**src/rtl/tbs_pkg.sv**
```systemverilog
// tbs_pkg: shared types, sizes and codes of the token bucket shaper
// used by every module in rtl, depends on nothing
package tbs_pkg;

  localparam int QUEUE_DEPTH = 16;
  localparam int ID_WIDTH    = 16;
  localparam int PTR_W       = (QUEUE_DEPTH > 1) ? $clog2(QUEUE_DEPTH) : 1;
  localparam int CNT_W       = $clog2(QUEUE_DEPTH + 1);

  localparam logic [2:0] ST_QUEUED    = 3'd0;
  localparam logic [2:0] ST_TOO_BIG   = 3'd1;
  localparam logic [2:0] ST_FULL      = 3'd2;
  localparam logic [2:0] ST_TOKEN_ADD = 3'd3;
  localparam logic [2:0] ST_TOKEN_DRP = 3'd4;
  localparam logic [2:0] ST_FLUSHED   = 3'd5;

  localparam logic [1:0] ACT_ARRIVAL = 2'd0;
  localparam logic [1:0] ACT_TICK    = 2'd1;

  localparam logic [15:0] DEPTH_RESET = 16'd10;

  typedef struct packed {
    logic [1:0]  action;
    logic [15:0] packet_id;
    logic [15:0] token_need;
  } in_word_t;

  typedef struct packed {
    logic [2:0]  status;
    logic        release_valid;
    logic [15:0] release_id;
    logic [15:0] release_tokens;
    logic [15:0] bucket_level;
    logic [4:0]  queue_count;
    logic [4:0]  flushed_count;
  } out_word_t;

  typedef struct packed {
    logic [ID_WIDTH-1:0] id;
    logic [15:0]         tokens;
  } entry_t;

  typedef struct packed {
    logic   push;
    logic   pop;
    logic   clear;
    entry_t wdata;
  } q_ctrl_t;

endpackage

```
**src/rtl/tbs_in_reg.sv**
```systemverilog
// tbs_in_reg: input register stage holding one word
// depends on tbs_pkg
module tbs_in_reg (
  input  logic              clk_i,
  input  logic              rst_ni,
  input  logic              in_valid_i,
  output logic              in_stall_o,
  input  tbs_pkg::in_word_t in_word_i,
  input  logic              advance_i,
  output logic              valid_o,
  output tbs_pkg::in_word_t word_o
);
  import tbs_pkg::*;

  logic     valid_q;
  in_word_t word_q;

  assign in_stall_o = valid_q && !advance_i;
  assign valid_o    = valid_q;
  assign word_o     = word_q;

  always_ff @(posedge clk_i or negedge rst_ni) begin
    if (!rst_ni) begin
      valid_q <= 1'b0;
    end else if (!in_stall_o) begin
      valid_q <= in_valid_i;
    end
  end

  always_ff @(posedge clk_i) begin
    if (in_valid_i && !in_stall_o) begin
      word_q <= in_word_i;
    end
  end

endmodule

```
**src/rtl/tbs_queue.sv**
```systemverilog
// tbs_queue: waiting queue storage with head and tail pointers and fill count
// depends on tbs_pkg
module tbs_queue (
  input  logic             clk_i,
  input  logic             rst_ni,
  input  tbs_pkg::q_ctrl_t ctrl_i,
  output tbs_pkg::entry_t  head_o,
  output logic [tbs_pkg::CNT_W-1:0] count_o
);
  import tbs_pkg::*;

  entry_t           mem_q [QUEUE_DEPTH];
  logic [PTR_W-1:0] head_q, head_d;
  logic [PTR_W-1:0] tail_q, tail_d;
  logic [CNT_W-1:0] count_q, count_d;

  function automatic logic [PTR_W-1:0] next_ptr(input logic [PTR_W-1:0] p);
    return (p == PTR_W'(QUEUE_DEPTH - 1)) ? '0 : p + 1'b1;
  endfunction

  assign head_o  = mem_q[head_q];
  assign count_o = count_q;

  always_comb begin
    head_d  = head_q;
    tail_d  = tail_q;
    count_d = count_q;
    if (ctrl_i.clear) begin
      head_d  = '0;
      tail_d  = '0;
      count_d = '0;
    end else if (ctrl_i.push) begin
      tail_d  = next_ptr(tail_q);
      count_d = count_q + 1'b1;
    end else if (ctrl_i.pop) begin
      head_d  = next_ptr(head_q);
      count_d = count_q - 1'b1;
    end
  end

  always_ff @(posedge clk_i or negedge rst_ni) begin
    if (!rst_ni) begin
      head_q  <= '0;
      tail_q  <= '0;
      count_q <= '0;
    end else begin
      head_q  <= head_d;
      tail_q  <= tail_d;
      count_q <= count_d;
    end
  end

  always_ff @(posedge clk_i) begin
    if (ctrl_i.push && !ctrl_i.clear) begin
      mem_q[tail_q] <= ctrl_i.wdata;
    end
  end

endmodule

```
**src/rtl/tbs_shaper.sv**
```systemverilog
// tbs_shaper: bucket depth register, token level and per-word decision logic
// depends on tbs_pkg, drives tbs_queue through a q_ctrl_t
module tbs_shaper (
  input  logic                      clk_i,
  input  logic                      rst_ni,
  input  logic                      cfg_we_i,
  input  logic [15:0]               cfg_wdata_i,
  input  logic                      advance_i,
  input  tbs_pkg::in_word_t         word_i,
  input  tbs_pkg::entry_t           head_i,
  input  logic [tbs_pkg::CNT_W-1:0] count_i,
  output tbs_pkg::q_ctrl_t          ctrl_o,
  output tbs_pkg::out_word_t        res_o
);
  import tbs_pkg::*;

  logic [15:0]      depth_q;
  logic [15:0]      level_q, level_d;
  logic [15:0]      level_inc;
  logic [CNT_W-1:0] count_next;
  logic [31:0]      pid_ext;
  logic [31:0]      rel_ext;
  entry_t           rel_entry;
  q_ctrl_t          ctrl;

  assign pid_ext   = 32'(word_i.packet_id);
  assign level_inc = (level_q < depth_q) ? level_q + 16'd1 : level_q;

  always_comb begin
    ctrl              = '0;
    ctrl.wdata.id     = pid_ext[ID_WIDTH-1:0];
    ctrl.wdata.tokens = word_i.token_need;
    rel_entry         = '0;
    level_d           = level_q;
    res_o             = '0;
    if (word_i.action[1]) begin
      ctrl.clear          = 1'b1;
      res_o.status        = ST_FLUSHED;
      res_o.flushed_count = 5'(32'(count_i));
    end else if (word_i.action == ACT_TICK) begin
      res_o.status = (level_q < depth_q) ? ST_TOKEN_ADD : ST_TOKEN_DRP;
      level_d      = level_inc;
      if (count_i != '0 && head_i.tokens <= level_inc) begin
        ctrl.pop            = 1'b1;
        level_d             = level_inc - head_i.tokens;
        rel_entry           = head_i;
        res_o.release_valid = 1'b1;
      end
    end else begin
      if (word_i.token_need > depth_q) begin
        res_o.status = ST_TOO_BIG;
      end else if (count_i == CNT_W'(QUEUE_DEPTH)) begin
        res_o.status = ST_FULL;
      end else if (count_i == '0 && word_i.token_need <= level_q) begin
        res_o.status        = ST_QUEUED;
        level_d             = level_q - word_i.token_need;
        rel_entry           = ctrl.wdata;
        res_o.release_valid = 1'b1;
      end else begin
        res_o.status = ST_QUEUED;
        ctrl.push    = 1'b1;
      end
    end
    rel_ext              = 32'(rel_entry.id);
    res_o.release_id     = rel_ext[15:0];
    res_o.release_tokens = rel_entry.tokens;
    res_o.bucket_level   = level_d;
    if (ctrl.clear) begin
      count_next = '0;
    end else if (ctrl.push) begin
      count_next = count_i + 1'b1;
    end else if (ctrl.pop) begin
      count_next = count_i - 1'b1;
    end else begin
      count_next = count_i;
    end
    res_o.queue_count = 5'(32'(count_next));
  end

  always_comb begin
    ctrl_o       = ctrl;
    ctrl_o.push  = ctrl.push && advance_i;
    ctrl_o.pop   = ctrl.pop && advance_i;
    ctrl_o.clear = ctrl.clear && advance_i;
  end

  always_ff @(posedge clk_i or negedge rst_ni) begin
    if (!rst_ni) begin
      depth_q <= DEPTH_RESET;
    end else if (cfg_we_i) begin
      depth_q <= cfg_wdata_i;
    end
  end

  always_ff @(posedge clk_i or negedge rst_ni) begin
    if (!rst_ni) begin
      level_q <= '0;
    end else if (advance_i) begin
      level_q <= level_d;
    end
  end

endmodule

```
**src/rtl/token_bucket_shaper.sv**
```systemverilog
// token_bucket_shaper: token bucket shaper with a waiting queue, top level
// an accepted word passes through the input register, then the result register
// one word per cycle sustained while out_stall_i is low; results leave in order
// reset clears the queue pointers, fill count and token level, bucket depth returns to 10
// depends on tbs_pkg, tbs_in_reg, tbs_queue and tbs_shaper
module token_bucket_shaper (
  input  logic                clk_i,
  input  logic                rst_ni,
  input  logic                cfg_we_i,
  input  logic [15:0]         cfg_wdata_i,
  input  logic                in_valid_i,
  output logic                in_stall_o,
  input  tbs_pkg::in_word_t   in_word_i,
  output logic                out_valid_o,
  input  logic                out_stall_i,
  output tbs_pkg::out_word_t  out_word_o
);
  import tbs_pkg::*;

  logic             stage_valid;
  in_word_t         stage_word;
  logic             advance;
  entry_t           head;
  logic [CNT_W-1:0] count;
  q_ctrl_t          ctrl;
  out_word_t        res;
  logic             out_valid_q;
  out_word_t        out_word_q;

  assign advance     = stage_valid && (!out_valid_q || !out_stall_i);
  assign out_valid_o = out_valid_q;
  assign out_word_o  = out_word_q;

  tbs_in_reg u_in_reg (
    .clk_i      (clk_i),
    .rst_ni     (rst_ni),
    .in_valid_i (in_valid_i),
    .in_stall_o (in_stall_o),
    .in_word_i  (in_word_i),
    .advance_i  (advance),
    .valid_o    (stage_valid),
    .word_o     (stage_word)
  );

  tbs_queue u_queue (
    .clk_i   (clk_i),
    .rst_ni  (rst_ni),
    .ctrl_i  (ctrl),
    .head_o  (head),
    .count_o (count)
  );

  tbs_shaper u_shaper (
    .clk_i       (clk_i),
    .rst_ni      (rst_ni),
    .cfg_we_i    (cfg_we_i),
    .cfg_wdata_i (cfg_wdata_i),
    .advance_i   (advance),
    .word_i      (stage_word),
    .head_i      (head),
    .count_i     (count),
    .ctrl_o      (ctrl),
    .res_o       (res)
  );

  always_ff @(posedge clk_i or negedge rst_ni) begin
    if (!rst_ni) begin
      out_valid_q <= 1'b0;
    end else if (advance) begin
      out_valid_q <= 1'b1;
    end else if (!out_stall_i) begin
      out_valid_q <= 1'b0;
    end
  end

  always_ff @(posedge clk_i) begin
    if (advance) begin
      out_word_q <= res;
    end
  end

endmodule

```
**config.mk**
```make
export PLATFORM = sky130hd
export DESIGN_NAME = token_bucket_shaper
export DESIGN_NICKNAME = d
export VERILOG_FILES = /design/src/rtl/tbs_pkg.sv /design/src/rtl/tbs_in_reg.sv /design/src/rtl/tbs_queue.sv /design/src/rtl/tbs_shaper.sv /design/src/rtl/token_bucket_shaper.sv
export SDC_FILE = /design/constraint.sdc
export NUM_CORES = 1
export LEC_CHECK = 0
export BUFFER_PORTS_ARGS = -buffer_cell sky130_fd_sc_hd__buf_2
export CAP_MARGIN = 20
export CORE_ASPECT_RATIO = 1.1
export CORE_UTILIZATION = 30
export CTS_BUF_LIST = sky130_fd_sc_hd__clkbuf_4 sky130_fd_sc_hd__clkbuf_8
export DETAILED_ROUTE_END_ITERATION = 8
export PLACE_DENSITY = 0.52
export SETUP_SLACK_MARGIN = 0.15
export SLEW_MARGIN = 40
export SYNTH_ARGS = -nofsm -noshare
export SYNTH_HDL_FRONTEND = slang
export SYNTH_SLANG_ARGS = --single-unit
export TNS_END_PERCENT = 30
```
**constraint.sdc**
```tcl
create_clock -name clk_i -period 4.2 [get_ports clk_i]
set_input_delay 0.63 -clock clk_i [delete_from_list [all_inputs] [get_ports clk_i]]
set_output_delay 0.63 -clock clk_i [all_outputs]
set_load 0.05 [all_outputs]
```
==> results of run 1 <==
[through the flow]
step	cells	hold WS, ns
6_report	3609	0.06468
2_1_floorplan	1804	0.3344
5_1_grt	3608	0.006791
3_3_place_gp	3370	0.4758
3_5_place_dp	3370	0.4816
4_1_cts	3600	0.0008849
[final timing paths]
kind | end | cells after the start | slack, ns
worst max-delay path | out_word_o[56] | 18 | -0.26
worst min-delay path | u_in_reg.word_o[3] | 1 | 0.06
worst max register to register | out_word_o[56] | 18 | -0.26
worst min register to register | out_valid_o | 1 | 0.51
max in group asynchronous | u_queue.head_q[1] | 3 | 2.99
min in group asynchronous | u_queue.count_o[4] | 2 | 0.26
[metal layers]
metal	up-vias	GRT usage
met5	-	0
met3	138	0.02590
met1	9198	0.2217
met2	448	0.3067
li1	8147	-
met4	0	0.05913
[state kept, by name, indices dropped and copies added (netlist names), 4 cells and up]
name,count
u_queue.head_q,4
out_word_o,62
u_queue.count_o,5
u_shaper.depth_q,16
u_shaper.level_q,16
u_queue.mem_q,512
u_in_reg.word_o,34
u_queue.tail_q,4
[placed cells by master, fill, tap and decap left out, types with 8 or more instances in the layout]
cell type / instances
a211oi_1: 8
a21o_1: 29
a21oi_1: 62
a21oi_2: 19
a221oi_1: 45
a22oi_1: 18
and2_2: 12
and3_1: 11
buf_12: 30
buf_2: 118
buf_4: 254
buf_6: 16
clkbuf_4: 39
clkbuf_8: 112
clkinv_1: 23
clkinv_2: 11
dfrtp_1: 42
dlygate4sd3_1: 14
edfxtp_1: 608
ha_1: 62
inv_1: 60
mux2_2: 35
mux2i_1: 97
mux4_2: 70
nand2_1: 65
nand2b_1: 9
nand3_1: 18
nand4_1: 16
nor2_1: 42
nor3_1: 19
o211ai_1: 15
o21a_1: 11
o21ai_0: 94
o21ai_1: 10
o22ai_1: 14
o22ai_2: 10
xnor2_1: 22
xnor2_2: 8
xor2_1: 8
[cells by family after synthesis]
logic type,Yosys count,synth area share
buf+inv,153,0.02182
xor+xnor,40,0.01232
mux,209,0.1062
compound gates,418,0.09825
flops,655,0.6835
fa+ha+maj,73,0.03265
simple gates,256,0.04523
[repair_timing]
action,in CTS,in global routing
hold buffers,14,0
resized for setup,96,50
pin swaps,46,37
hold endpoints to repair,18,0
endpoints found under the setup margin,79,79
buffers inserted,18,8
gates cloned,2,0
[area by class of cell]
class                   count  area [µm²]
well taps                1260        1577
clock inverters            45       376.6
flip-flops and latches    655       19440
fillers                  8900       58040
repair buffers            434        3461
clock buffers             151        1834
inverters                  66       249.0
diodes                      1       2.502
multi-input cells         997        9062
[report_power, final]
group	internal (mW)	leakage, nW	switching [mW]
Sequential	7.34	6.14	0.154
Clock	3.05	1.16	2.67
Combinational	1.11	5.64	1.56
==> impl_summary.txt, run 1 <==
----------------------------------------------------
[Outcome]
  Result of the run ... finished, violations left
  Failing checks ... setup timing

[Worst hold path]
  Worst hold-check path type ... in2reg
  Start point of the worst min-delay path ... in_word_i[3]

[Detailed routing]
  Length of routed met2 wiring ... 43.03 mm
  Count of routing violations after the opening detailed-route iteration ... 1,218
  Overall routed net length ... 84.72 mm
  Wire length on met3 ... 3.357 mm
  DRT Pass-1 Iters ... 7
  Mean number of vias per cell ... 4.968
  Routed len/inst ... 23.47 µm
  Vias post-DR ... 17.93k
  Met1 routed wirelength after detailed routing ... 35.76 mm
  Detail Route Antenna Nets ... 0
  Top routing layer in use ... met4
  Total DRC errors in the routed layout ... 0

[Logic synthesis]
  Number of nets in the synthesized netlist ... 1,932
  Top-count cell post-synth ... edfxtp_1
  Post-synthesis async set-or-reset flop share ... 0.07176
  Leading cell types by count after synthesis ... edfxtp_1, o21ai_0, mux2i_1
  Mapped Cells ... 1,804
  Synth Register Bits ... 655
  Number of synthesized flops with an enable pin ... 608
  Count of different cell masters after synthesis ... 71
  Average footprint of a synthesized cell ... 15.76 µm²
  Synthesized cell area ... 28,440 µm²
  Area fraction of the dominant cell type after synthesis ... 0.6421
  Total number of yosys warnings ... 0
  Library cell with the largest summed area after synthesis ... edfxtp_1
  Most area-consuming cells after synthesis ... edfxtp_1, mux4_2, dfrtp_1
  Share of synthesized area occupied by flip-flops and latches ... 0.6835
  Flip-flop cell with the highest count after synthesis ... edfxtp_1

[Setup path]
  Critical setup path kind ... reg2reg
  Setup crit end kind ... register
  Launching element of the worst setup path ... u_shaper.level_q[11]
  Crit path max-delay family ... compound AO/OA/AOI/OAI gates
  Maximum fanout count along the critical path ... 7
  Critical Path Slowest Stage Cell ... dfrtp_1
  WP buf/inv ... 3
  Required time reported for the critical path endpoint ... 4.71 ns
  Chain of cells forming the critical path ... ha_4 > and2_4 > a221o_1 > a21o_1 > a21oi_4 > nand4_1 > xnor2_2 > ha_4 > a21oi_4 > o21ai_2 > a221o_1 > o31a_1 > buf_6 > nand3_4 > buf_12 > buf_16 > a21oi_2 > a21o_1
  Crit Reg-Reg Startpoint ... u_shaper.level_q[11]
  Crit start category ... register
  Maximum cell stage delay along the critical path ... 0.44 ns
  Arrival @ worst endpoint ... 4.97 ns

[Power and ir drop]
  LEAKAGE ... 12.94 nW
  Cell area power density ... 441.4 nW/µm²
  Worst VDD drop ... 0.2581 mV
  Total Power ... 15.89 mW

[Floorplanning]
  Die Height ... 324.9 µm
  Core area ... 94,050 µm²
  Die outline area ... 96,020 µm²
  Die Width ... 295.5 µm
  Effective utilization at floorplan ... 0.3024
  Boundary Pins ... 119
  Number of placement rows ... 118

[STA]
  Slew at the pin closest to its max-slew limit ... 0.8336 ns
  Final critical-path required period ... 4.460 ns
  Final critical-path share of the clock period ... 1.062
  Max-slew headroom at the worst pin ... 0.4418
  Setup repair after global routing missed its margin ... yes
  Final Worst Setup Slack ... -0.2598 ns
  Number of setup violations in the final report ... 79
  Final setup skew ... 0.05286 ns
  Final hold vios ... 0
  Setup total negative slack ... -13.23 ns
  Count of final max-slew check failures ... 0
  Fmax ... 0.2242 GHz

[Final layout]
  Post-Layout Inst Area ... 36,010 µm²
  Post-layout net count ... 2,394
  Proportion of layout cells with a drive suffix above 1 ... 0.3612
  Layout overhead on the synthesized area ... 26.62%
  Utilization of the core after routing ... 0.3829

[Place]
  DP Wirelength ... 55.44 mm
  Number of buffers added on ports ... 118
  Final RePlAce weighted congestion ... 0.8961
  Post-placement cell area ... 32,740 µm²
  Worst Setup Slack post-DPL ... -0.4228 ns

[Global route]
  Vias in the first global route ... 18.55k
  Maximum number of pins on one net before global-route repair ... 43
  Wire length of the first global-routing pass ... 123.5 mm
  Global route overflow ... 0
  Number of antenna violations at the first check in global routing ... 0
  Overall Global Routing Usage ... 0.1760

[CTS]
  CTS max path bufs ... 3
  Total CTS buffers ... 112
  Clock root buffer master ... clkbuf_8
  Total clock sinks ... 655
  Deepest level of the CTS H-tree ... 3
  Clock-pin transition on the worst setup and hold timing paths ... 0.06 ns
  Latest clock arrival within the worst-skew pair ... 0.76 ns
  CTS tree ... done

[Job]
  Number of max-capacitance violations reported ... 0

----------------------------------------------------
Note: power is estimated with default switching activity, not from simulation.
==> run 2, diff against run 1 <==
Settings changed: CTS_BUF_LIST sky130_fd_sc_hd__clkbuf_4 sky130_fd_sc_hd__clkbuf_8 to unset.
==> run 2 against run 1 <==
  * Cell count fell by 2.0%
  * Utilization barely moved
  * Non-clock buffer count fell by 14
  * Flip-flop and latch count did not move
  * Critical path type unchanged
  * Sequential share of layout area fell by 0.069 points
  * Worst setup slack improved by 0.045 ns
  * Routed wire length fell by 1.2%
  * Critical path depth rose by 1
  * The flow still finishes with violations (setup timing)
  * Clock skew fell by 0.023 ns
==> impl_summary.txt, run 2 (same netlist as run 1, synthesis figures left out) <==
----------------------------------------------------
[Place]
  Post-Place Cells ... 3,370
  Number of buffers added on ports ... 118
  DP Wirelength ... 55.44 mm
  Post-placement cell area ... 32,740 µm²
  Final RePlAce weighted congestion ... 0.8961

[Detailed routing]
  Total DRC errors in the routed layout ... 0
  Overall routed net length ... 83.72 mm
  Mean number of vias per cell ... 5.007
  DRT Pass-1 Iters ... 5
  Vias post-DR ... 17.71k
  Detail Route Antenna Nets ... 0
  Count of routing violations after the opening detailed-route iteration ... 1,199
  Routed len/inst ... 23.67 µm

[Floorplanning]
  Core area ... 94,050 µm²
  Boundary Pins ... 119
  Die outline area ... 96,020 µm²
  Number of placement rows ... 118
  Die Height ... 324.9 µm
  Effective utilization at floorplan ... 0.3024
  Die Width ... 295.5 µm

[Global route]
  Number of antenna violations at the first check in global routing ... 1
  Wire length of the first global-routing pass ... 121.9 mm
  Overall Global Routing Usage ... 0.1738
  Maximum number of pins on one net before global-route repair ... 43
  Vias in the first global route ... 18.08k
  Global route overflow ... 0

[STA]
  Final critical-path required period ... 4.414 ns
  Number of setup violations in the final report ... 76
  Count of final max-slew check failures ... 0
  Final hold vios ... 0
  Final setup skew ... 0.03023 ns
  Setup repair after global routing missed its margin ... yes
  Final critical-path share of the clock period ... 1.051
  Slew at the pin closest to its max-slew limit ... 0.7778 ns
  Fmax ... 0.2265 GHz
  Final Worst Setup Slack ... -0.2144 ns
  Max-slew headroom at the worst pin ... 0.4792
  Setup total negative slack ... -9.740 ns

[CTS]
  Clock root buffer master ... clkbuf_16
  CTS tree ... done
  CTS max path bufs ... 3
  Total CTS buffers ... 75
  Latest clock arrival within the worst-skew pair ... 0.63 ns
  Total clock sinks ... 655
  Deepest level of the CTS H-tree ... 3
  Clock-pin transition on the worst setup and hold timing paths ... 0.06 ns

[Final layout]
  Post-Layout Cell Count ... 3,537
  Layout overhead on the synthesized area ... 26.79%
  Commonest non-fill, non-tap cell in the layout ... edfxtp_1
  Post-Layout Inst Area ... 36,050 µm²
  Post-layout net count ... 2,343
  Most flop-heavy register ... u_queue.mem_q
  Commonest non-fill, non-tap cells in the layout ... edfxtp_1, buf_4, buf_2, o21ai_0, mux2i_1
  Largest register FFs ... 512
  Utilization of the core after routing ... 0.3834
  Proportion of layout cells with a drive suffix above 1 ... 0.3310

[Power and ir drop]
  Cell area power density ... 463.5 nW/µm²
  Worst VDD drop ... 0.3373 mV
  LEAKAGE ... 12.86 nW

[Setup path]
  Arrival @ worst endpoint ... 4.77 ns
  Required time reported for the critical path endpoint ... 4.56 ns
  Maximum fanout count along the critical path ... 5
  Chain of cells forming the critical path ... ha_1 > and2_4 > a221o_1 > a21o_1 > a21oi_4 > buf_6 > xnor2_2 > ha_2 > inv_1 > fa_2 > nand3_2 > and2_4 > buf_4 > nor3_1 > o21a_1 > o21a_1 > or3_1 > a32o_2 > a221o_1
  Maximum cell stage delay along the critical path ... 0.39 ns
  Critical Path Slowest Stage Cell ... dfrtp_1
  Critical setup path kind ... reg2reg
  Setup crit end kind ... register
  Crit start category ... register

[Worst hold path]
  Worst hold-check path type ... in2reg

[Outcome]
  Failing checks ... setup timing
  Result of the run ... finished, violations left

[Job]
  Number of max-capacitance violations reported ... 0

----------------------------------------------------
==> run 2: critical path: cells and delay by family (launching register included) <==
| family | cells | cell delay, ns |
|---|---|---|
| AO/OA/AOI/OAI | 7 | 1.71 |
| adder cells (fa/ha/maj) | 3 | 0.88 |
| AND/OR/NAND/NOR | 5 | 0.76 |
| flip-flops | 1 | 0.39 |
| buffers and inverters | 3 | 0.31 |
| XOR/XNOR | 1 | 0.11 |
==> run 2: worst paths after layout <==
| path | slack, ns | startpoint | depth (start not counted) | end |
|---|---|---|---|---|
| max | -0.21 | u_shaper.level_q[10] | 19 | out_word_o[24] |
| min | 0.17 | in_word_i[21] | 1 | u_in_reg.word_o[21] |
| max reg2reg | -0.21 | u_shaper.level_q[10] | 19 | out_word_o[24] |
| min reg2reg | 0.50 | u_in_reg.valid_o | 1 | out_valid_o |
| max in group asynchronous | 2.89 | rst_ni | 3 | u_queue.head_q[0] |
| min in group asynchronous | 0.38 | rst_ni | 2 | u_queue.count_o[3] |
==> run 2: final cells by class <==
type	count	area (µm²)
inverters	66	249.0
multi-input cells	997	8991
repair buffers	420	3316
clock buffers	98	1994
fillers	8861	57990
diodes	2	5.005
well taps	1260	1577
clock inverters	39	476.7
flip-flops and latches	655	19440
==> run 2: where the power goes <==
group          internal [mW]  switching, mW  leakage (nW)
combinational           1.13           1.57          5.54
clock                   3.83           2.70          1.18
sequential              7.34          0.151          6.14
==> run 2: timing repair <==
| item | CTS | global route |
|---|---|---|
| hold endpoints to repair | 5 | 0 |
| cloned | 1 | 1 |
| pin swaps | 32 | 36 |
| hold buffers | 1 | 0 |
| buffers inserted | 18 | 7 |
| resized for setup | 71 | 47 |
| setup endpoints to repair | 79 | 79 |
==> run 2: routing by layer <==
metal | part of all wire | track usage
met5 | 0 | 0
met4 | 0.033 | 0.05587
met3 | 0.043 | 0.02473
met2 | 0.50 | 0.2994
met1 | 0.42 | 0.2236
==> run 2: through the flow <==
stage                     hold WS [ns]  setup slack [ns]  total power, mW
after floorplan                 0.3344           -0.1166            8.987
after global placement          0.4758           -0.4272            9.979
after detailed placement        0.4816           -0.4228            10.01
after CTS                       0.1254           -0.2166            16.76
after global routing            0.1334           -0.3591            17.35
final                           0.1709           -0.2144            16.71
